File: config.mk
export PLATFORM = sky130hd
export DESIGN_NAME = ebc_modmul
export DESIGN_NICKNAME = d
export VERILOG_FILES = /design/src/hw/rtl/ebc_pkg.sv /design/src/hw/rtl/ebc_modmul.sv
export SDC_FILE = /design/constraint.sdc
export NUM_CORES = 2
export LEC_CHECK = 0
export ABC_AREA = 1
export BUFFER_PORTS_ARGS = -buffer_cell sky130_fd_sc_hd__buf_2
export CORE_MARGIN = 3
export CORE_UTILIZATION = 57
export CTS_CLUSTER_SIZE = 14
export DETAILED_ROUTE_END_ITERATION = 12
export PLACE_DENSITY_LB_ADDON = 0.1
export SYNTH_ARGS = -nofsm -noshare
export SYNTH_HDL_FRONTEND = slang
export SYNTH_SLANG_ARGS = --single-unit
File: constraint.sdc
create_clock -name clk -period 18.3 [get_ports clk]
set_clock_uncertainty 0.05 [all_clocks]
set_input_delay 0 -clock clk [delete_from_list [all_inputs] [get_ports clk]]
set_output_delay 0 -clock clk [all_outputs]
set_load 0.01 [all_outputs]
File: src/hw/rtl/ebc_pkg.sv
package ebc_pkg;

	// Modulus width and derived widths.
	localparam int W = 15;
	localparam int DW = 2 * W;
	localparam int BYTE_W = 8;
	localparam int CNT_W = $clog2(DW + 1);
	localparam int IDX_W = $clog2(W);
	localparam int REG_IDX_W = 2;

	typedef logic [W-1:0] word_t;
	typedef logic [DW-1:0] dword_t;

	// Operation codes.
	localparam logic OP_ENCRYPT = 1'b0;
	localparam logic OP_DECRYPT = 1'b1;

	// Configuration register indexes.
	localparam logic [REG_IDX_W-1:0] REG_PRIME = 2'd0;
	localparam logic [REG_IDX_W-1:0] REG_GEN = 2'd1;
	localparam logic [REG_IDX_W-1:0] REG_PUB = 2'd2;
	localparam logic [REG_IDX_W-1:0] REG_PRIV = 2'd3;

	localparam word_t ONE = word_t'(1);

	// State of one item inside the exponentiation chain.
	typedef struct packed {
		logic op;
		word_t msg;
		word_t base_a;
		word_t acc_a;
		word_t exp_a;
		word_t base_b;
		word_t acc_b;
		word_t exp_b;
	} item_t;

	// Key material and setup status.
	typedef struct packed {
		word_t p;
		word_t g;
		word_t d;
		word_t exdec;
		dword_t mu;
		logic busy;
	} key_t;

endpackage

File: src/hw/rtl/ebc_modmul.sv
// Four-stage Barrett modular multiplier: r = (a * b) mod p, for p >= 2.
module ebc_modmul (
	input logic clk,
	input logic en,
	input ebc_pkg::word_t a,
	input ebc_pkg::word_t b,
	input ebc_pkg::word_t p,
	input ebc_pkg::dword_t mu,
	output ebc_pkg::word_t r
);

	ebc_pkg::dword_t x_s1;
	ebc_pkg::dword_t x_s2;
	ebc_pkg::dword_t q_s2;
	logic [ebc_pkg::W:0] y_s3;
	ebc_pkg::word_t r_s4;
	logic [2*ebc_pkg::DW-1:0] t;
	logic [ebc_pkg::W:0] qp;

	// Quotient estimate from the reciprocal.
	assign t = {{ebc_pkg::DW{1'b0}}, x_s1} * {{ebc_pkg::DW{1'b0}}, mu};

	// The remainder stays below 2p, so only the low bits of q*p matter.
	assign qp = q_s2[ebc_pkg::W:0] * {1'b0, p};

	always_ff @(posedge clk) begin
		if (en) begin
			x_s1 <= ebc_pkg::dword_t'(a) * ebc_pkg::dword_t'(b);
			x_s2 <= x_s1;
			q_s2 <= t[2*ebc_pkg::DW-1:ebc_pkg::DW];
			y_s3 <= x_s2[ebc_pkg::W:0] - qp;
			r_s4 <= (y_s3 >= {1'b0, p}) ? ebc_pkg::word_t'(y_s3 - {1'b0, p})
				: y_s3[ebc_pkg::W-1:0];
		end
	end

	assign r = r_s4;

endmodule

* Word level (Yosys, flattened, before mapping)
Index checks and enable logic that the tools add are counted.
** Word-level totals
- Output and inout port bits :: 15
- Bits of input ports :: 77
- Word-level logic and storage cells :: 12
- Register bits :: 93
** Cells by class
- Multiply operators :: 3
- $add $sub $neg :: 2
- Magnitude comparators :: 1
- Mux-type cells :: 1
** Operators with widths (count)
- multiplier 30 x 30 -> 46 bit :: 1
- multiplier 15 x 15 -> 30 bit :: 1
- greater-or-equal comparator 16 x 15 -> 1 bit :: 1
- multiplier 16 x 15 -> 16 bit :: 1
- subtractor 16 bit :: 1
- 2-to-1 mux 15 bit :: 1
- subtractor 15 bit :: 1

* Depth between registers and ports, before layout
- Depth in word-level cells :: 2
- Gate-level depth with buffers :: 32
- Gate-level depth less buffers :: 31

* Least setup slack after synthesis
No wires, ideal clock.
- Path type :: reg-to-reg
- Start point :: reg x_s1[26]
- End point :: reg q_s2[11], data pin
- Data arrival time :: 6.171 ns
- Cell stages (with the launch flop) :: 25
- Required time :: 17.990 ns
- Setup time :: 0.260 ns
- Clock period less this slack :: 6.481 ns
- Setup slack :: 11.819 ns
- Cells stage by stage :: edfxtp_1 -> clkbuf_1 -> clkbuf_1 -> nand2_1 -> fa_1 -> inv_1 -> fa_1 -> fa_1 -> inv_1 -> fa_1 -> inv_1 -> fa_1 -> fa_1 -> fa_1 -> inv_1 -> fa_1 -> inv_1 -> ha_1 -> nand2_1 -> nor2_2 -> nand2_1 -> nor4_4 -> nand4_1 -> nand4_1 -> xor2_1
** On the way
- Longest elaborated chain between the ends :: 1
** RTL lines
- start: declaration :: line ebc_modmul.sv:12 : ebc_pkg::dword_t x_s1;
- start signal: assignment :: line ebc_modmul.sv:28 : x_s1 <= ebc_pkg::dword_t'(a) * ebc_pkg::dword_t'(b);
- multiplier 30 x 30 -> 46 bit :: line ebc_modmul.sv:21 : assign t = {{ebc_pkg::DW{1'b0}}, x_s1} * {{ebc_pkg::DW{1'b0}}, mu};
- named net t (one bit) :: line ebc_modmul.sv:17 : logic [2*ebc_pkg::DW-1:0] t;
- end signal: assignment :: line ebc_modmul.sv:30 : q_s2 <= t[2*ebc_pkg::DW-1:ebc_pkg::DW];
- end: declaration :: line ebc_modmul.sv:14 : ebc_pkg::dword_t q_s2;
The timed path passes the listed nets, and every way through them passes these cells.
A chain may end at the register's enable or synchronous reset.

* Worst setup path in the final report
- Start point :: reg x_s1[17]
- End point :: reg q_s2[4], data pin
The elaborated chain is that of the path after synthesis.

==> summary.md <==
| Metric | Value |
|---|---|
| Clk sinks | just over 90 |
| Detailed Route Iter0 Violations | around 2.3k |
| Drt first pass iters | 5 |
| Worst path bufs/invs | 6 |
| Layout Nets | around 6.7k |
| Netlist cell types | 51 |
| Reg area | around 2800 um2 |
| Cell mode on critical path | fa_1 |
| Syn_nets | around 7k |
| Max Cap Viol | 0 |
| Worst skew pair latency | around 0.4 ns |
| Resized cells post-CTS | 0 |
| Via count | between 30k and 40k |
| GP Congestion | 0.948 |
| Number of synthesized flops with an enable pin | 93 |
| Residual DRC | 0 |
| Worst Min Path Start | a[0] |
| Post-Syn Area per Cell | between 7 and 8 um2 |
| Initial antenna violation count | 3 |
| Slowest stage delay, CP | approximately 0.75 ns |
| Detailed placement HPWL | around 91000 um |
| Min cycle time layout | ~7.4 ns |
| Hold path depth | 3 |
| Synth warnings | 0 |
| R2r worst-path depth | 25 |
| WHS Endpoint | x_s1[0]$_DFFE_PP_ |
| Final hold vios | 0 |
| Dominant cell type by area after synthesis | fa_1 |
| Vias in the first global route | 36.1k |
| Root Buffer | clkbuf_16 |
| CORE AREA | between 70000 and 80000 um2 |
| # IOs | 92 |
| Max Clock Freq | roughly 0.13 GHz |
| Reg2Reg Setup Slack | 10.89 ns |
| Crit end category | register |
| Pre-CTS setup slack | between 10 and 15 ns |
| Initial Util | between 50% and 60% |
| Final Util | 59.9% |
| Max Slew Vio Count | 0 |
| Multi-input logic area | 32400 um2 |
| R2r endpoint | q_s2[4]$_DFFE_PP_ |
| Worst min path class | input pin to register |
| First-pass GRT wire length | between 150000 and 200000 um |
| Post-Syn Area | 42800 um2 |
| Fillers | about 6.9k |
| Most frequent cells in the layout | inv_1, nand2_1, fa_1 |
| Global Route Usage Sum | 31.0% |
| Synth top area share | 44.8% |
| Async S/R FF share, synth | 0% |
| Largest net degree at the start of global routing | 75 |
| Slew @ Worst Pin | around 1.1 ns |
| RR Startpoint | x_s1[17]$_DFFE_PP_ |
| Yosys reg bits | 93 |
| Outcome | finished, final reports clean |
| Crit Path Category | register to register |
| CTS tree | done |
| Drt wl/cell | between 15 and 20 um |
| Die Ht | 280 um |
| Syn-to-layout area delta | 3.10% |
| Commonest non-fill, non-tap cell in the layout | inv_1 |
| CTS Buf Count | 9 |
| Final setup fails | 0 |
| RSZ-0062 raised after global routing | false |
| Synth Instances | approximately 5.5k |
| Remaining antenna violation count | 0 |
| Site Rows | 99 |
| Slowest stage cell, crit path | edfxtp_1 |
| H-tree depth | 3 |
| Req. time, crit path | approximately 18 ns |
| Final global-route overflow total | 0 |
| Crit-path leading delay family | adder cells |
| TNS Setup | 0 ns |
| Post-synthesis sequential area ratio | around 6.5% |
| Worst slew margin | roughly a quarter |
| WP data arrival | 7.50 ns |
| Fraction of layout cells with a size suffix above 1 | about 3.7% |
| Die width | approximately 280 um |
| Critical path peak fanout | 17 |
| Routed wire length | between 100000 and 150000 um |
| Clock buffer depth | 2 |
| Setup ws final | ~11 ns |
| Top cells by area, synth | fa_1, inv_1, nand2_1 |
| Die area | around 78000 um2 |
| CP startpoint kind | register |
| DR vias/cell | 5.17 |
| Tcrit/Tclk final | about 40% |
| Clock Pin Slew Worst Setup and Hold Paths | 0.08 ns |
| Ys flop type | edfxtp_1 |
| Port Buffers | just over 90 |
==> through the flow <==
step	hold slack [ns]	instance area, um2	instances
floorplan	0.0625	42800	5459
global placement	0.355	43700	6317
detailed placement	0.356	43700	6317
CTS	0.0718	44100	6334
global route	0.120	44100	6334
finish	0.0870	44100	6335
==> worst max-delay path by stage <==
| stage | from | endpoint | depth (start not counted) |
|---|---|---|---|
| floorplan | x_s1[26]$_DFFE_PP_ | q_s2[11]$_DFFE_PP_ | 24 |
| finish | x_s1[17]$_DFFE_PP_ | q_s2[4]$_DFFE_PP_ | 25 |
| CTS | x_s1[17]$_DFFE_PP_ | q_s2[4]$_DFFE_PP_ | 25 |
| global route | x_s1[17]$_DFFE_PP_ | q_s2[4]$_DFFE_PP_ | 25 |
| detailed placement | x_s1[17]$_DFFE_PP_ | q_s2[4]$_DFFE_PP_ | 25 |
| global placement | x_s1[17]$_DFFE_PP_ | q_s2[4]$_DFFE_PP_ | 25 |
==> flip-flops by register name, summed over array words and instances (netlist names) <==
| register | flops |
|---|---|
| x_s2 | 16 |
| y_s3 | 16 |
| x_s1 | 30 |
| r | 15 |
| q_s2 | 16 |
==> tightest hold or removal path: cells and delay by family <==
kind | cells | cell delay (ns)
buffers and inverters | 2 | 0.26
AND/OR/NAND/NOR | 1 | 0.10
==> cells in the mapped netlist, types with 21 or more instances <==
master / n
xor2_1: 59
o21ai_0: 55
fa_1: 958
ha_1: 324
nor2_1: 108
nand4_1: 21
inv_1: 1762
a21oi_1: 104
nand3_1: 70
edfxtp_1: 93
nand2_1: 1515
xnor2_1: 28
clkbuf_1: 179
==> final cells by class <==
cell class                 instances  share of cell area (%)
tap                              959                    2.72
clock buffer                       9                   0.511
multi-input combinational       3376                    73.5
sequential                        93                    6.33
timing repair buffer             119                    1.52
antenna                            1                 0.00568
clock inverter                     7                   0.289
inverter                        1771                    15.1
==> per-layer routing <==
layer  global-route usage (%)  share of wire (%)  up-vias  routed length, um
li1                         -                  -    15098                  -
met1                     39.5                 40    16390              46000
met2                     55.0                 50     1058              57000
met3                     4.50                7.1      235               8090
met4                     9.18                3.0        2               3380
met5                        0              0.011        -                 13
==> cell families (layout without fill, tap and decap cells) <==
kind of cell / count (synthesis) / in the layout / synth area share, %
XOR/XNOR: 89 / 89 / 1.86
adder cells (fa/ha/maj): 1282 / 1282 / 54.3
other: 0 / 1 / 0
AND/OR/NAND/NOR: 1775 / 1775 / 16.5
buffers and inverters: 1990 / 1906 / 17.7
AO/OA/AOI/OAI: 230 / 230 / 3.14
flip-flops: 93 / 93 / 6.53
==> what timing repair did <==
item,in CTS,in global routing
endpoints found under the setup margin,0,0
endpoints found under the hold margin,19,0
hold buffers,1,0
setup buffers,0,0
Power is left out: the tool's default activity adds up to more than one toggle a clock period on the data nets, which glitch-free logic cannot reach.
