$ cat src/hw/rtl/ebc_pkg.sv
package ebc_pkg;

	// Modulus width and derived widths.
	localparam int W = 15;
	localparam int DW = 2 * W;
	localparam int BYTE_W = 8;
	localparam int CNT_W = $clog2(DW + 1);
	localparam int IDX_W = $clog2(W);
	localparam int REG_IDX_W = 2;

	typedef logic [W-1:0] word_t;
	typedef logic [DW-1:0] dword_t;

	// Operation codes.
	localparam logic OP_ENCRYPT = 1'b0;
	localparam logic OP_DECRYPT = 1'b1;

	// Configuration register indexes.
	localparam logic [REG_IDX_W-1:0] REG_PRIME = 2'd0;
	localparam logic [REG_IDX_W-1:0] REG_GEN = 2'd1;
	localparam logic [REG_IDX_W-1:0] REG_PUB = 2'd2;
	localparam logic [REG_IDX_W-1:0] REG_PRIV = 2'd3;

	localparam word_t ONE = word_t'(1);

	// State of one item inside the exponentiation chain.
	typedef struct packed {
		logic op;
		word_t msg;
		word_t base_a;
		word_t acc_a;
		word_t exp_a;
		word_t base_b;
		word_t acc_b;
		word_t exp_b;
	} item_t;

	// Key material and setup status.
	typedef struct packed {
		word_t p;
		word_t g;
		word_t d;
		word_t exdec;
		dword_t mu;
		logic busy;
	} key_t;

endpackage

$ cat src/hw/rtl/ebc_keysched.sv
// Configuration registers plus the setup sequencer that derives the
// Barrett reciprocal floor(2^DW / p) and the decrypt exponent.
module ebc_keysched (
	input logic clk,
	input logic arst_n,
	input logic wr_en,
	input logic [ebc_pkg::REG_IDX_W-1:0] wr_index,
	input ebc_pkg::word_t wr_data,
	output ebc_pkg::key_t key
);

	ebc_pkg::word_t p_q;
	ebc_pkg::word_t g_q;
	ebc_pkg::word_t d_q;
	ebc_pkg::word_t c_q;
	ebc_pkg::word_t rem_mu_q;
	ebc_pkg::word_t rem_c_q;
	ebc_pkg::dword_t mu_q;
	ebc_pkg::word_t exdec_q;
	logic [ebc_pkg::CNT_W-1:0] cnt_q;
	logic busy_q;
	logic fin_q;

	ebc_pkg::word_t pm1;
	ebc_pkg::word_t cred;
	logic [ebc_pkg::W:0] mu_sh;
	logic [ebc_pkg::W:0] c_sh;
	logic mu_ge;
	logic c_ge;
	logic c_step;
	logic c_bit;
	ebc_pkg::word_t mu_nrem;
	ebc_pkg::word_t c_nrem;

	assign pm1 = p_q - ebc_pkg::ONE;

	// Restoring division of 2^DW by p, one quotient bit per cycle.
	assign mu_sh = {rem_mu_q, (cnt_q == ebc_pkg::CNT_W'(ebc_pkg::DW))};
	assign mu_ge = (mu_sh >= {1'b0, p_q});
	assign mu_nrem = mu_ge ? ebc_pkg::word_t'(mu_sh - {1'b0, p_q})
		: mu_sh[ebc_pkg::W-1:0];

	// Remainder of the private key by p-1, taken from its top bit down while the count is below W.
	assign c_step = (cnt_q < ebc_pkg::CNT_W'(ebc_pkg::W));
	assign c_bit = c_step ? c_q[cnt_q[ebc_pkg::IDX_W-1:0]] : 1'b0;
	assign c_sh = {rem_c_q, c_bit};
	assign c_ge = (c_sh >= {1'b0, pm1});
	assign c_nrem = c_ge ? ebc_pkg::word_t'(c_sh - {1'b0, pm1})
		: c_sh[ebc_pkg::W-1:0];

	assign cred = (c_q > pm1) ? rem_c_q : c_q;

	// Register file.
	always_ff @(posedge clk or negedge arst_n) begin
		if (!arst_n) begin
			p_q <= ebc_pkg::word_t'(257);
			g_q <= ebc_pkg::word_t'(2);
			d_q <= ebc_pkg::word_t'(1);
			c_q <= ebc_pkg::word_t'(1);
		end else if (wr_en) begin
			case (wr_index)
				ebc_pkg::REG_PRIME: p_q <= wr_data;
				ebc_pkg::REG_GEN: g_q <= wr_data;
				ebc_pkg::REG_PUB: d_q <= wr_data;
				ebc_pkg::REG_PRIV: c_q <= wr_data;
				default: p_q <= p_q;
			endcase
		end
	end

	// Setup sequencer; any write restarts it.
	always_ff @(posedge clk or negedge arst_n) begin
		if (!arst_n) begin
			busy_q <= 1'b1;
			fin_q <= 1'b0;
			cnt_q <= ebc_pkg::CNT_W'(ebc_pkg::DW);
			rem_mu_q <= '0;
			rem_c_q <= '0;
			mu_q <= '0;
		end else if (wr_en) begin
			busy_q <= 1'b1;
			fin_q <= 1'b0;
			cnt_q <= ebc_pkg::CNT_W'(ebc_pkg::DW);
			rem_mu_q <= '0;
			rem_c_q <= '0;
		end else begin
			fin_q <= busy_q && (cnt_q == '0);
			if (busy_q) begin
				rem_mu_q <= mu_nrem;
				mu_q <= {mu_q[ebc_pkg::DW-2:0], mu_ge};
				if (c_step) begin
					rem_c_q <= c_nrem;
				end
				if (cnt_q == '0) begin
					busy_q <= 1'b0;
				end else begin
					cnt_q <= cnt_q - ebc_pkg::CNT_W'(1);
				end
			end
		end
	end

	always_ff @(posedge clk) begin
		exdec_q <= pm1 - cred;
	end

	always_comb begin
		key.p = p_q;
		key.g = g_q;
		key.d = d_q;
		key.exdec = exdec_q;
		key.mu = mu_q;
		key.busy = busy_q | fin_q;
	end

endmodule

$ cat config.mk
export PLATFORM = sky130hd
export DESIGN_NAME = ebc_keysched
export DESIGN_NICKNAME = d
export VERILOG_FILES = /design/src/hw/rtl/ebc_pkg.sv /design/src/hw/rtl/ebc_keysched.sv
export SDC_FILE = /design/constraint.sdc
export NUM_CORES = 1
export LEC_CHECK = 0
export BUFFER_PORTS_ARGS = -buffer_cell sky130_fd_sc_hd__buf_2
export CAP_MARGIN = 20
export CORE_MARGIN = 10
export CORE_UTILIZATION = 40
export CTS_CLUSTER_SIZE = 28
export DETAILED_ROUTE_END_ITERATION = 12
export PLACE_DENSITY = 0.73
export SYNTH_ARGS = -nofsm -noshare
export SYNTH_HDL_FRONTEND = slang
export SYNTH_SLANG_ARGS = --single-unit
$ cat constraint.sdc
create_clock -name clk -period 5.86 [get_ports clk]
set_clock_uncertainty 0.2 [all_clocks]
set_input_delay 0.879 -clock clk [delete_from_list [all_inputs] [get_ports clk]]
set_output_delay 0.879 -clock clk [all_outputs]
set_load 0.01 [all_outputs]
# After elaboration in Yosys (flattened, before gate mapping)
# Cells that the tools add are included.
dict set report totals {
  regBits 142
  inputBits 20
  output_inout_bits 91
  elab_cells 58
}
dict set report classes {
  add_sub_neg 5
  order_cmp 5
  n_eq_ne 5
  n_mux 18
  bitwise 2
  reduce_logical 12
}
# operator count
set op_table {}
lappend op_table {{two-way mux 15 bit} 8}
lappend op_table {{subtractor 15 bit} 3}
lappend op_table {{>= comparator 16 x 15 -> 1 bit} 2}
lappend op_table {{greater-than comparator 15 bit} 1}
lappend op_table {{two-way mux 5 bit} 3}
lappend op_table {{subtractor 15 x 1 -> 15 bit, second input constant} 1}
lappend op_table {{AND reduction 2 bit} 7}
lappend op_table {{two-way mux 1 bit} 6}
lappend op_table {{equality test 5 bit, second input constant} 1}
lappend op_table {{logical NOT 5 bit} 1}
lappend op_table {{< comparator 4 x 5 -> 1 bit, second input constant} 1}
lappend op_table {{< comparator 5 x 4 -> 1 bit, second input constant} 1}
lappend op_table {{subtractor 5 x 1 -> 5 bit, second input constant} 1}
lappend op_table {{binary-select mux 1 bit (select 4 bit)} 1}
lappend op_table {{equality test 2 bit, second input constant} 2}
lappend op_table {{nonzero test 2 bit} 2}
lappend op_table {{equality test 2 x 1 -> 1 bit, second input constant} 1}
lappend op_table {{logical NOT 2 bit} 1}
lappend op_table {{inequality test 2 bit, second input constant} 1}
lappend op_table {{logical AND 1 bit} 1}
lappend op_table {{NOT 1 bit} 1}
lappend op_table {{OR 1 bit} 1}

# Logic depth before layout (Yosys ltp)
# Gate-level depths: netlist of run 1.
dict set report logic_depth {
  ltp_word 8
  ltp_mapped 30
  mapped_depth_nobuf 28
}

# Worst setup path before layout of run 1
# Ideal clock, no wire load.
dict set report synth_path {
  path_kind {reg-to-reg}
  from {register p_q[2]}
  to {register exdec_q[13]}
  setup_ps 72
  t_arrival_ps 5478
  t_required_ps 5588
  setup_slack_ps 110
  path_stages_with_launch 26
  path_buffers 3
  synth_period_minus_slack_ps 5750
  path_cell_list {dfrtp_1 > or4_1 > buf_2 > or4_4 > and2_1 > buf_2 > o22a_1 > a221o_1 > o21ai_1 > a32o_2 > buf_4 > mux2_2 > inv_1 > ha_1 > nor2b_1 > o21ai_0 > a21boi_0 > o21ai_0 > a21boi_0 > o21ai_0 > a21boi_0 > o21ai_0 > a21boi_0 > o31a_1 > o31ai_1 > xnor2_1}
}
dict set report synth_between {
  elab_chain_len 4
}
# element line_no
set synth_rtl {}
lappend synth_rtl {{start: declaration} ebc_keysched.sv:12} ;# ebc_pkg::word_t p_q;
lappend synth_rtl {{start signal: assignment} ebc_keysched.sv:56} ;# p_q <= ebc_pkg::word_t'(257);
lappend synth_rtl {{start signal: assignment} ebc_keysched.sv:62} ;# ebc_pkg::REG_PRIME: p_q <= wr_data;
lappend synth_rtl {{start signal: assignment} ebc_keysched.sv:66} ;# default: p_q <= p_q;
lappend synth_rtl {{subtractor 15 x 1 -> 15 bit *} ebc_keysched.sv:35} ;# assign pm1 = p_q - ebc_pkg::ONE;
lappend synth_rtl {{greater-than comparator 15 bit} ebc_keysched.sv:51} ;# assign cred = (c_q > pm1) ? rem_c_q : c_q;
lappend synth_rtl {{two-way mux 15 bit} ebc_keysched.sv:51}
lappend synth_rtl {{subtractor 15 bit *} ebc_keysched.sv:104} ;# exdec_q <= pm1 - cred;
lappend synth_rtl {{end signal: assignment} ebc_keysched.sv:104}
lappend synth_rtl {{end: declaration} ebc_keysched.sv:19} ;# ebc_pkg::word_t exdec_q;
# Mark *: on every way between the ends. The rest lies on a longest branch, timed or not.
# A chain may end at the register's enable or synchronous reset.

# Worst setup path in the final report of run 1
dict set report layout_path {
  from {register p_q[7]}
  to {register exdec_q[13]}
}
# The elaborated chain is that of the path after synthesis.

==> metrics.md, run 1 <==
| Metric | Value |
|---|---|
| Cts hold-fix bufs | 0 |
| GR Util met1 | between 20 and 25% |
| HPWL after DPL | between 15,000 and 20,000 microns |
| Drt pass-1 iters | 5 |
| Cell Rows | 52 |
| # port buffers | 110 |
| # diodes | 0 |
| Die width | about 160 microns |
| Pre-CTS setup slack | 0.0542 ns |
| Residual DRC count | 0 |
| Critical path capture point type | flip-flop |
| Setup TNS | 0 ns |
| Clk buf depth | 2 |
| Clock sinks | 142 |
| Detailed-route wire length per cell | 17.1 microns |
| GRT overflow | 0 |
| Leakage | approximately 4.7 nW |
| DR vias | approximately 6,600 |
| Most frequent cells in the layout | dfrtp_1 (117), buf_2 (109), mux2_2 (80) |
| GRT busiest layer | met2 |
| Finished Layout Cells | 1,248 |
| Sequential-to-total area share from yosys stat | 41.5% |
| Clk Latency, worst-skew pair | 0.43 ns |
| Layout area overhead | 19.4% |
| CTS tree | done |
| Slew @ Worst Pin | 0.896 ns |
| Design area | around 10,000 sq um |
| HP Class | input pin to async pin |
| #FFs+latches synth | 142 |
| WL final | 21,300 microns |
| Post-synth EDFFs | 0 |
| Critical Path AT | between 5 and 6 ns |
| ANT nets after route | 0 |
| Unique masters post-synth | 71 |
| Cell area after synthesis | between 8000 and 9000 sq um |
| Placed Instances | 1,213 |
| FF+latch area | 3490 sq um |
| Final Core Density | between 40% and 50% |
| Vias in the first global route | approximately 6,600 |
| Met2 GRT Util | roughly a quarter |
| Setup Crit Path Kind | flip-flop to flip-flop |
| Ys Warns | 0 |
| Worst Setup Start Kind | flip-flop |
| Die height | approximately 160 microns |
| Fill count | approximately 1,900 |
| Syn Inst Count | 837 |
| Syn Nets | about 910 |
| Max H-tree Level | 4 |
| Final setup vio count | 0 |
| Area of the multi-input gates | around 4600 sq um |
| Max cap viols | 0 |
| Clk root buf | clkbuf_16 |
| Commonest non-fill, non-tap cell in the layout | dfrtp_1 |
| Syn_area_per_cell | approximately 10 sq um |
| Fin worst setup slack | about 0.38 ns |
| Relative slew slack | between 40% and 50% |
| Core ar. | 20,400 sq um |
| Total die area | approximately 27,000 sq um |
| Largest net degree at the start of global routing | 54 |
| Fraction of layout cells with a size suffix above 1 | between 30% and 40% |
| Crit Path Max Fanout | 5 |
| Starting density of the core | 41.1% |
| Main synth FF type | dfrtp_1 |
| Num ports | ~110 |
| Ys async rst share | roughly nine tenths |
| Outcome | finished, final reports clean |
| Final period util | 93.6% |
| Tot GR Track Use | around 16% |
| PwrDens | roughly 430 nW/um^2 |
| Initial DRC count | between 400 and 500 |
| Nets | a little over 1,000 |
| CP required | between 6 and 7 ns |
| Fin. max-slew vios | 0 |
| Initial antenna violation count | 0 |
| Period minus WS final | 5.48 ns |
| First-pass GRT wire length | 35,200 microns |
| F_max | 182 MHz |
| Worst-path clk slew | ~0.070 ns |
| Area after DPL | between 9000 and 10,000 sq um |
| Peak VDD IR | approximately 0.21 mV |
| Fin. Hold Viols | 0 |
| Via/cell ratio | between 5 and 6 |
| Met3 Use GR | under 10% |
| CTS Buf Count | 17 |
| GPL Wtd Cong | approximately 0.9 |
-- power breakdown --
group	leakage [nW]	internal (W)	switching, W
Sequential	1.75	0.00122	0.000163
Combinational	2.68	0.000841	0.000988
Clock	0.281	0.000582	0.000473
-- flip-flops by register name, summed over array words and instances (netlist names) --
| name | count |
|---|---|
| mu_q | 30 |
| fin_q | 1 |
| busy_q | 1 |
| d_q | 15 |
| c_q | 15 |
| p_q | 15 |
| cnt_q | 5 |
| g_q | 15 |
| rem_c_q | 15 |
| exdec_q | 15 |
| rem_mu_q | 15 |
-- synth_stat cells (11+ instances only) --
| master | n | area [sq um] |
|---|---|---|
| a21boi_0 | 11 | 82.6 |
| a211oi_1 | 16 | 120 |
| a21oi_1 | 25 | 125 |
| nand3_1 | 15 | 75.1 |
| xnor2_1 | 37 | 324 |
| dfrtp_1 | 117 | 2930 |
| o21ai_0 | 48 | 240 |
| xor2_1 | 12 | 105 |
| inv_1 | 53 | 199 |
| mux2i_1 | 21 | 210 |
| dfxtp_1 | 15 | 300 |
| nor3_1 | 14 | 70.1 |
| clkbuf_1 | 29 | 109 |
| ha_1 | 51 | 638 |
| o21ai_1 | 14 | 70.1 |
| nand2_1 | 62 | 233 |
| mux2_2 | 80 | 901 |
| nor2_1 | 69 | 259 |
-- cell families (layout without fill, tap and decap cells) --
group	after synthesis	count (layout)	synth area share [%]
adder cells (fa/ha/maj)	61	61	9.17
flip-flops	142	142	41.5
AO/OA/AOI/OAI	171	171	13.3
AND/OR/NAND/NOR	219	219	12.4
buffers and inverters	90	231	4.12
multiplexers	104	104	14.0
XOR/XNOR	50	50	5.38
-- per-stage QoR --
step           hold slack [ns]  power, W
2_1_floorplan            0.250   0.00259
3_3_place_gp             0.280   0.00315
3_5_place_dp             0.284   0.00318
4_1_cts                  0.299   0.00425
5_1_grt                  0.317   0.00457
6_report                 0.289   0.00427
-- critical path, stage by stage (launching register included) --
cell      delay (ns)
dfrtp_1         0.42
or3_1           0.43
or4_1           0.52
nor3_1          0.35
xnor2_1         0.24
maj3_1          0.37
nand2_1         0.08
a32o_2          0.20
mux2_2          0.35
inv_1           0.06
ha_1            0.21
nor2b_1         0.13
o21ai_1         0.17
a21boi_1        0.12
o21ai_1         0.18
a21boi_1        0.11
o21ai_1         0.24
a21boi_2        0.10
o21ai_2         0.19
a21boi_2        0.09
o31a_1          0.27
o31ai_2         0.22
xnor2_1         0.15
-- cell type report --
type	instances	share of cell area [%]
multi-input cells	605	46.0
repair buffers	144	8.10
clock buffers	19	4.52
well taps	270	3.37
clock inverters	13	1.17
flip-flops and latches	142	34.8
inverters	55	2.06
-- metal layers --
| layer | share of wire (%) | vias up | routed length [microns] |
|---|---|---|---|
| li1 | - | 3229 | - |
| met2 | 48 | 158 | 10200 |
| met4 | 1.6 | 0 | 339 |
| met3 | 5.6 | 21 | 1200 |
| met5 | 0 | - | 0 |
| met1 | 45 | 3220 | 9520 |
-- final timing paths --
kind / startpoint / endpoint / slack [ns] / cells past startpoint
setup / recovery: p_q[7] / exdec_q[13] / 0.38 / 22
hold / removal: arst_n / mu_q[6] / 0.29 / 1
setup reg to reg: p_q[7] / exdec_q[13] / 0.38 / 22
hold reg to reg: rem_mu_q[14] / rem_mu_q[14] / 0.30 / 2
max in group asynchronous: arst_n / c_q[3] / 4.03 / 2
min in group clk: rem_mu_q[14] / rem_mu_q[14] / 0.30 / 2
-- timing repair --
action                                  4_1_cts  5_1_grt
resized for setup                             0       19
endpoints found under the setup margin        0        6
setup buffers                                 0        3
(Power assumes the default switching activity.)
==> inputs of run 2 (changes only) <==
Settings changed: PLACE_DENSITY 0.73 to 0.71.
Clock period 5.86 ns to 5.87 ns, I/O delays scaled along.
==> run 2 against run 1 <==
Net effect: critical path depth increased by 7; global-route usage about the same; worst hold slack got worse by 0.0019 ns; power increased by 0.45%; die area unchanged; final area increased by 0.16%; sequential cell count unchanged.
==> metrics.md, run 2 (synthesis results as in run 1) <==
| Metric | Value |
|---|---|
| Outcome | finished, final reports clean |
| Fill count | 1,904 (+0.69%) |
| Crit-path most repeated cell | o21ai_1 |
| Slew @ Worst Pin | 0.978 ns (+0.0819 ns) |
| Setup Crit Path Kind | flip-flop to flip-flop |
| GPL Wtd Cong | 0.927 (+3.0%) |
| Die width | 165 microns (unchanged) |
| GRT overflow | 0 (unchanged) |
| Cts hold-fix bufs | 0 (unchanged) |
| Largest net degree at the start of global routing | 51 (-5.6%) |
| Most flops, register | mu_q |
| Critical Path AT | 5.69 ns (+0.05 ns) |
| CP top delay family | compound AO/OA/AOI/OAI gates |
| # port buffers | 110 (unchanged) |
| Max H-tree Level | 4 (unchanged) |
| Final Core Density | 49.2% (+0.080 points) |
| PwrDens | 426 nW/um^2 (+0.29%) |
| CP required | 6.03 ns (+0.02 ns) |
| Leakage | 4.72 nW (+0.27%) |
| Total die area | 27,200 sq um (unchanged) |
| Hold Slack | 0.287 ns (-0.00185 ns) |
| Combinational Power Share | 42.2% (-0.7 points) |
| Core ar. | 20,400 sq um (unchanged) |
| CTS Buf Count | 17 (unchanged) |
| Period minus WS final | 5.52 ns (+0.0403 ns) |
| Worst-path clk slew | 0.07 ns (about the same) |
| Initial DRC count | 338 (-23%) |
| Unrepaired setup endpoints after global routing | yes |
| Switching Power | 0.00163 W (+0.42%) |
| WL final | 21,500 microns (+0.88%) |
| Clk network pwr share | 25.5% (+0.8 points) |
| Tot GR Track Use | 16.1% (about the same) |
| Residual DRC count | 0 (unchanged) |
| Max cap viols | 0 (unchanged) |
| Fraction of layout cells with a size suffix above 1 | 30.1% (-0.24 points) |
| Relative slew slack | 34.6% (-5.5 points) |
| Critical path capture point type | flip-flop |
| Sw frac | 38.1% (about the same) |
| First-pass GRT wire length | 35,100 microns (-0.16%) |
| Most frequent cells in the layout | dfrtp_1 (117), buf_2 (109), mux2_2 (80) |
| Starting density of the core | 41.1% (unchanged) |
| Crit Path Max Fanout | 3 (-2) |
| Final period util | 94.1% (+0.53 points) |
| Fin. Hold Viols | 0 (unchanged) |
| Clock sinks | 142 (unchanged) |
| HPWL after DPL | 16,300 microns (-0.70%) |
| Vias in the first global route | 6,522 (-1.8%) |
| Crit-path slowest cell | dfstp_2 |
| Largest stage delay on the critical path | 0.54 ns (+0.02 ns) |
| P_int | 0.00265 W (+0.47%) |
| Num ports | 111 (unchanged) |
| ANT nets after route | 0 (unchanged) |
| Initial antenna violation count | 0 (unchanged) |
| Nets | 1,040 (+0.096%) |
| Die height | 165 microns (unchanged) |
| CP Buf/Inv Count | 4 (+3) |
| # diodes | 0 (unchanged) |
| Worst R2R Start | p_q[0] |
| Max reg flops | 30 (unchanged) |
| Worst setup path start | p_q[0] |
| CTS tree | done |
| Cell Rows | 52 (unchanged) |
| Finished Layout Cells | 1,249 (+0.080%) |
| F_max | 181 MHz (-0.73%) |
| Worst Setup Start Kind | flip-flop |
| Via/cell ratio | 5.33 (+0.39%) |
| Layout area overhead | 19.6% |
| Final setup vio count | 0 (unchanged) |
| Clk root buf | clkbuf_16 |
| Sequential power share | 32.3% (about the same) |
| Commonest non-fill, non-tap cell in the layout | dfrtp_1 |
| DR vias | 6,659 (+0.47%) |
| Clk Latency, worst-skew pair | 0.43 ns (about the same) |
| Peak VDD IR | 0.215 mV (+4.1%) |
| Detailed-route wire length per cell | 17.2 microns (+0.80%) |
| Fin. max-slew vios | 0 (unchanged) |
| Clk buf depth | 2 (unchanged) |
| HP Class | input pin to async pin |
| Placed Instances | 1,216 (+0.25%) |
| Drt pass-1 iters | 5 (unchanged) |
==> run 2: cell count changes in the layout (fill, tap and decap cells not counted), sizes merged <==
cell / before / now
bufinv: 0 / 1
buf: 144 / 145
clkbuf: 19 / 17
inv: 64 / 65
==> run 2: metrics by stage <==
| step | instance area [sq um] | TNS (ns) | power, W | worst slack, ns |
|---|---|---|---|---|
| 6_report | 10000 | 0 | 0.00428 | 0.347 |
| 5_1_grt | 10000 | -0.0497 | 0.00459 | -0.0497 |
| 4_1_cts | 10000 | 0 | 0.00429 | 0.00222 |
| 3_5_place_dp | 9420 | -0.0246 | 0.00317 | -0.0246 |
| 3_3_place_gp | 9420 | 0 | 0.00315 | 0.147 |
| 2_1_floorplan | 8400 | 0 | 0.00259 | 0.120 |
==> run 2: power by group through the flow <==
stage	clock network, W	logic [W]	registers, W
6_report	0.00109	0.00181	0.00138
5_1_grt	0.00116	0.00202	0.00141
4_1_cts	0.00112	0.00179	0.00138
3_5_place_dp	0	0.00177	0.00140
3_3_place_gp	0	0.00176	0.00139
2_1_floorplan	0	0.00114	0.00144
==> run 2: timing repair <==
action,4_1_cts,5_1_grt
resized for setup,1,12
gates cloned,0,0
buffers inserted,0,1
endpoints found under the setup margin,1,6
pin swaps,0,1
==> run 2: area by class of cell <==
| cell class | instances | area (sq um) | share of cell area [%] |
|---|---|---|---|
| Multi-Input combinational cell | 605 | 4600 | 45.8 |
| Sequential cell | 142 | 3490 | 34.7 |
| Timing Repair Buffer | 145 | 816 | 8.12 |
| Clock buffer | 17 | 425 | 4.23 |
| Tap cell | 270 | 338 | 3.36 |
| Inverter | 55 | 206 | 2.05 |
| Clock inverter | 15 | 168 | 1.67 |
==> run 2: final timing paths <==
path | end | slack [ns] | cells past startpoint
worst max-delay path | exdec_q[13] | 0.35 | 29
worst min-delay path | mu_q[6] | 0.29 | 1
worst max register to register | exdec_q[13] | 0.35 | 29
worst min register to register | rem_mu_q[14] | 0.29 | 2
max in group asynchronous | rem_c_q[11] | 4.10 | 2
min in group clk | rem_mu_q[14] | 0.29 | 2
==> run 2: layer usage <==
metal | part of all wire (%) | vias to the layer above | track usage [%]
li1 | - | 3231 | -
met1 | 45 | 3229 | 21.0
met2 | 48 | 175 | 26.4
met3 | 4.8 | 24 | 3.36
met4 | 1.3 | 0 | 4.71
met5 | 0 | - | 0
==> run 2: worst reg2reg max path: cells and delay by family, from the launching register on <==
family                     cells  cell delay (ns)
AOI/OAI and AO/OA             15             2.53
xor gates and xnor gates       2             0.30
adders and majority gates      3             0.71
buffers and inverters          4             0.36
DFF                            1             0.54
muxes                          1             0.31
and+or+nand+nor                4             0.52
==> inputs of run 3 (changes only) <==
--- a/config.mk
+++ b/config.mk
@@ -17 +17,2 @@
 export SYNTH_SLANG_ARGS = --single-unit
+export TNS_END_PERCENT = 10
==> constraint.sdc (replaced) <==
create_clock -name clk -period 5.87 [get_ports clk]
set_clock_uncertainty 0.2 [all_clocks]
set_input_delay 0.587 -clock clk [delete_from_list [all_inputs] [get_ports clk]]
set_output_delay 0.587 -clock clk [all_outputs]
set_load 0.01 [all_outputs]
==> run 3 against run 2 <==
Net effect: fmax increased by 1.1%; sequential share of layout area decreased by 0.20 points; wire length increased by 1.3%; clock-buffer cell count unchanged; largest cell class unchanged.
==> metrics.md, run 3 (synthesis results as in run 1) <==
| Metric | Value |
|---|---|
| Outcome | finished, final reports clean |
| CTS Buf Count | 17 (unchanged) |
| Die width | 165 microns (unchanged) |
| WL final | 21,800 microns (+1.3%) |
| Commonest non-fill, non-tap cell in the layout | dfrtp_1 |
| Detailed-route wire length per cell | 17.5 microns (+1.5%) |
| Final setup vio count | 0 (unchanged) |
| FF+latch area | 3490 sq um (unchanged) |
| Fin. max-slew vios | 0 (unchanged) |
| Fin worst setup slack | 0.407 ns (+0.0608 ns) |
| Max cap viols | 0 (unchanged) |
| Setup Crit Path Kind | flip-flop to flip-flop |
| # diodes | 0 (unchanged) |
| Max reg flops | 30 (unchanged) |
| Clk buf depth | 2 (unchanged) |
| Starting density of the core | 41.1% (unchanged) |
| Fill count | 1,892 (-0.63%) |
| Die height | 165 microns (unchanged) |
| Peak VDD IR | 0.241 mV (+12%) |
| First-pass GRT wire length | 35,200 microns (+0.18%) |
| Relative slew slack | 33.3% (-1.4 points) |
| # port buffers | 110 (unchanged) |
| Cell Rows | 52 (unchanged) |
| Initial DRC count | 360 (+6.5%) |
| Worst-path clk slew | 0.07 ns (about the same) |
| R2R Setup Slk | 0.41 ns (+0.06 ns) |
| Crit Path Max Fanout | 5 (+2) |
| Clk root buf | clkbuf_16 |
| Residual DRC count | 0 (unchanged) |
| CP top delay family | compound AO/OA/AOI/OAI gates |
| Unrepaired setup endpoints after global routing | yes |
| Slew @ Worst Pin | 1.00 ns (+0.0235 ns) |
| R2R cell count | 30 (+3.4%) |
| Worst Setup Start Kind | flip-flop |
| Fin. Hold Viols | 0 (unchanged) |
| Post-CTS Repair Setup Buffers | 0 (unchanged) |
| DR vias | 6,697 (+0.57%) |
| Fraction of layout cells with a size suffix above 1 | 30.1% (-0.041 points) |
| Vias in the first global route | 6,507 (-0.23%) |
| Critical path depth | 30 (+3.4%) |
| Final period util | 93.1% (-1.0 points) |
| GPL Wtd Cong | 0.927 (about the same) |
| PwrDens | 437 nW/um^2 (+2.5%) |
| Core ar. | 20,400 sq um (unchanged) |
| Via/cell ratio | 5.37 (+0.73%) |
| Pre-CTS setup slack | -0.0199 ns (+0.00471 ns) |
| Initial antenna violation count | 0 (unchanged) |
| Total die area | 27,200 sq um (unchanged) |
| Critical Path AT | 5.62 ns (-0.07 ns) |
| Sequential power share | 31.4% (-0.9 points) |
| Clk network pwr share | 27.6% (+2.1 points) |
| Worst R2R Start | p_q[0] |
| CTS tree | done |
| Combinational Power Share | 41.0% (-1.2 points) |
| R2R Path End | exdec_q[14] |
| CP Buf/Inv Count | 4 (unchanged) |
| GRT overflow | 0 (unchanged) |
| Crit-path slowest cell | dfstp_2 |
| Crit-path most repeated cell | ha_1 |
| F_max | 183 MHz (+1.1%) |
| Drt pass-1 iters | 6 (+1) |
| Setup TNS | 0 ns (unchanged) |
| Largest stage delay on the critical path | 0.54 ns (about the same) |
| HPWL after DPL | 16,400 microns (+1.1%) |
| Sw frac | 37.1% (-0.95 points) |
| Critical path capture point type | flip-flop |
| Most flops, register | mu_q |
| Leakage | 4.74 nW (+0.43%) |
| Num ports | 111 (unchanged) |
| P_int | 0.00278 W (+4.7%) |
| Most frequent cells in the layout | dfrtp_1 (117), buf_2 (109), mux2_2 (80) |
| Layout area overhead | 20.3% |
| Tot GR Track Use | 16.2% (+0.090 points) |
| Clock sinks | 142 (unchanged) |
| HP Class | input pin to async pin |
| Clk Latency, worst-skew pair | 0.43 ns (about the same) |
| Max H-tree Level | 4 (unchanged) |
| Switching Power | 0.00164 W (+0.51%) |
| Nets | 1,038 (-0.19%) |
| Area of the multi-input gates | 4610 sq um (+0.14%) |
| Period minus WS final | 5.46 ns (-0.0608 ns) |
| CP required | 6.03 ns (about the same) |
| ANT nets after route | 0 (unchanged) |
| Largest net degree at the start of global routing | 79 (+55%) |
==> run 3: cell count changes in the layout (fill, tap and decap cells not counted), sizes merged <==
cell | before | now
buf | 145 | 143
bufinv | 1 | 4
clkinv | 3 | 2
inv | 65 | 63
==> run 3: worst max path at each step <==
stage / startpoint / to / slack [ns]
after global routing: p_q[1] / exdec_q[13] / -0.02
after detailed placement: p_q[0] / exdec_q[13] / -0.02
after global placement: p_q[1] / exdec_q[13] / 0.14
after floorplan: p_q[2] / exdec_q[13] / 0.12
final: p_q[0] / exdec_q[14] / 0.41
after CTS: p_q[0] / exdec_q[13] / 0.02
==> run 3: power by group through the flow <==
stage,registers [W],logic (W),clock network [W]
finish,0.00139,0.00181,0.00122
CTS,0.00139,0.00180,0.00124
global placement,0.00139,0.00176,0
detailed placement,0.00140,0.00178,0
floorplan,0.00144,0.00114,0
global route,0.00142,0.00202,0.00128
==> run 3: what timing repair did <==
action                                  4_1_cts  5_1_grt
pin swaps                                     0        1
hold buffers                                  0        0
gates resized for setup                       1       14
endpoints found under the setup margin        1        6
hold endpoints to repair                      0        0
==> run 3: metrics by stage <==
| step | cells | power (W) | hold WS (ns) | instance area (sq um) | util, % |
|---|---|---|---|---|---|
| after floorplan | 837 | 0.00259 | 0.0914 | 8400 | - |
| after global placement | 1215 | 0.00315 | 0.279 | 9410 | 46.1 |
| after detailed placement | 1215 | 0.00318 | 0.277 | 9410 | 46.1 |
| after CTS | 1247 | 0.00442 | 0.175 | 10100 | 49.3 |
| after global routing | 1247 | 0.00472 | 0.210 | 10100 | 49.5 |
| final | 1247 | 0.00442 | 0.130 | 10100 | 49.5 |
==> run 3: final cells by class <==
type                            count  share of cell area [%]
Multi-Input combinational cell    605                    45.6
Sequential cell                   142                    34.5
Timing Repair Buffer              143                    7.92
Clock buffer                       17                    4.21
Tap cell                          270                    3.34
Clock inverter                     15                    2.33
Inverter                           55                    2.04
==> run 3: per-layer routing <==
metal	GRT usage [%]	up-vias	part of all wire (%)
li1	-	3225	-
met1	20.9	3260	44
met2	27.1	177	49
met3	3.11	35	4.7
met4	4.67	0	1.5
met5	0	-	0
==> run 3: worst register-to-register path: cells and delay by family, from the launching register on <==
family          cells  cell delay, ns
flops               1            0.54
xor+xnor            1            0.15
simple gates        9            1.17
compound gates     12            1.79
fa+ha+maj           4            1.14
buf+inv             4            0.43
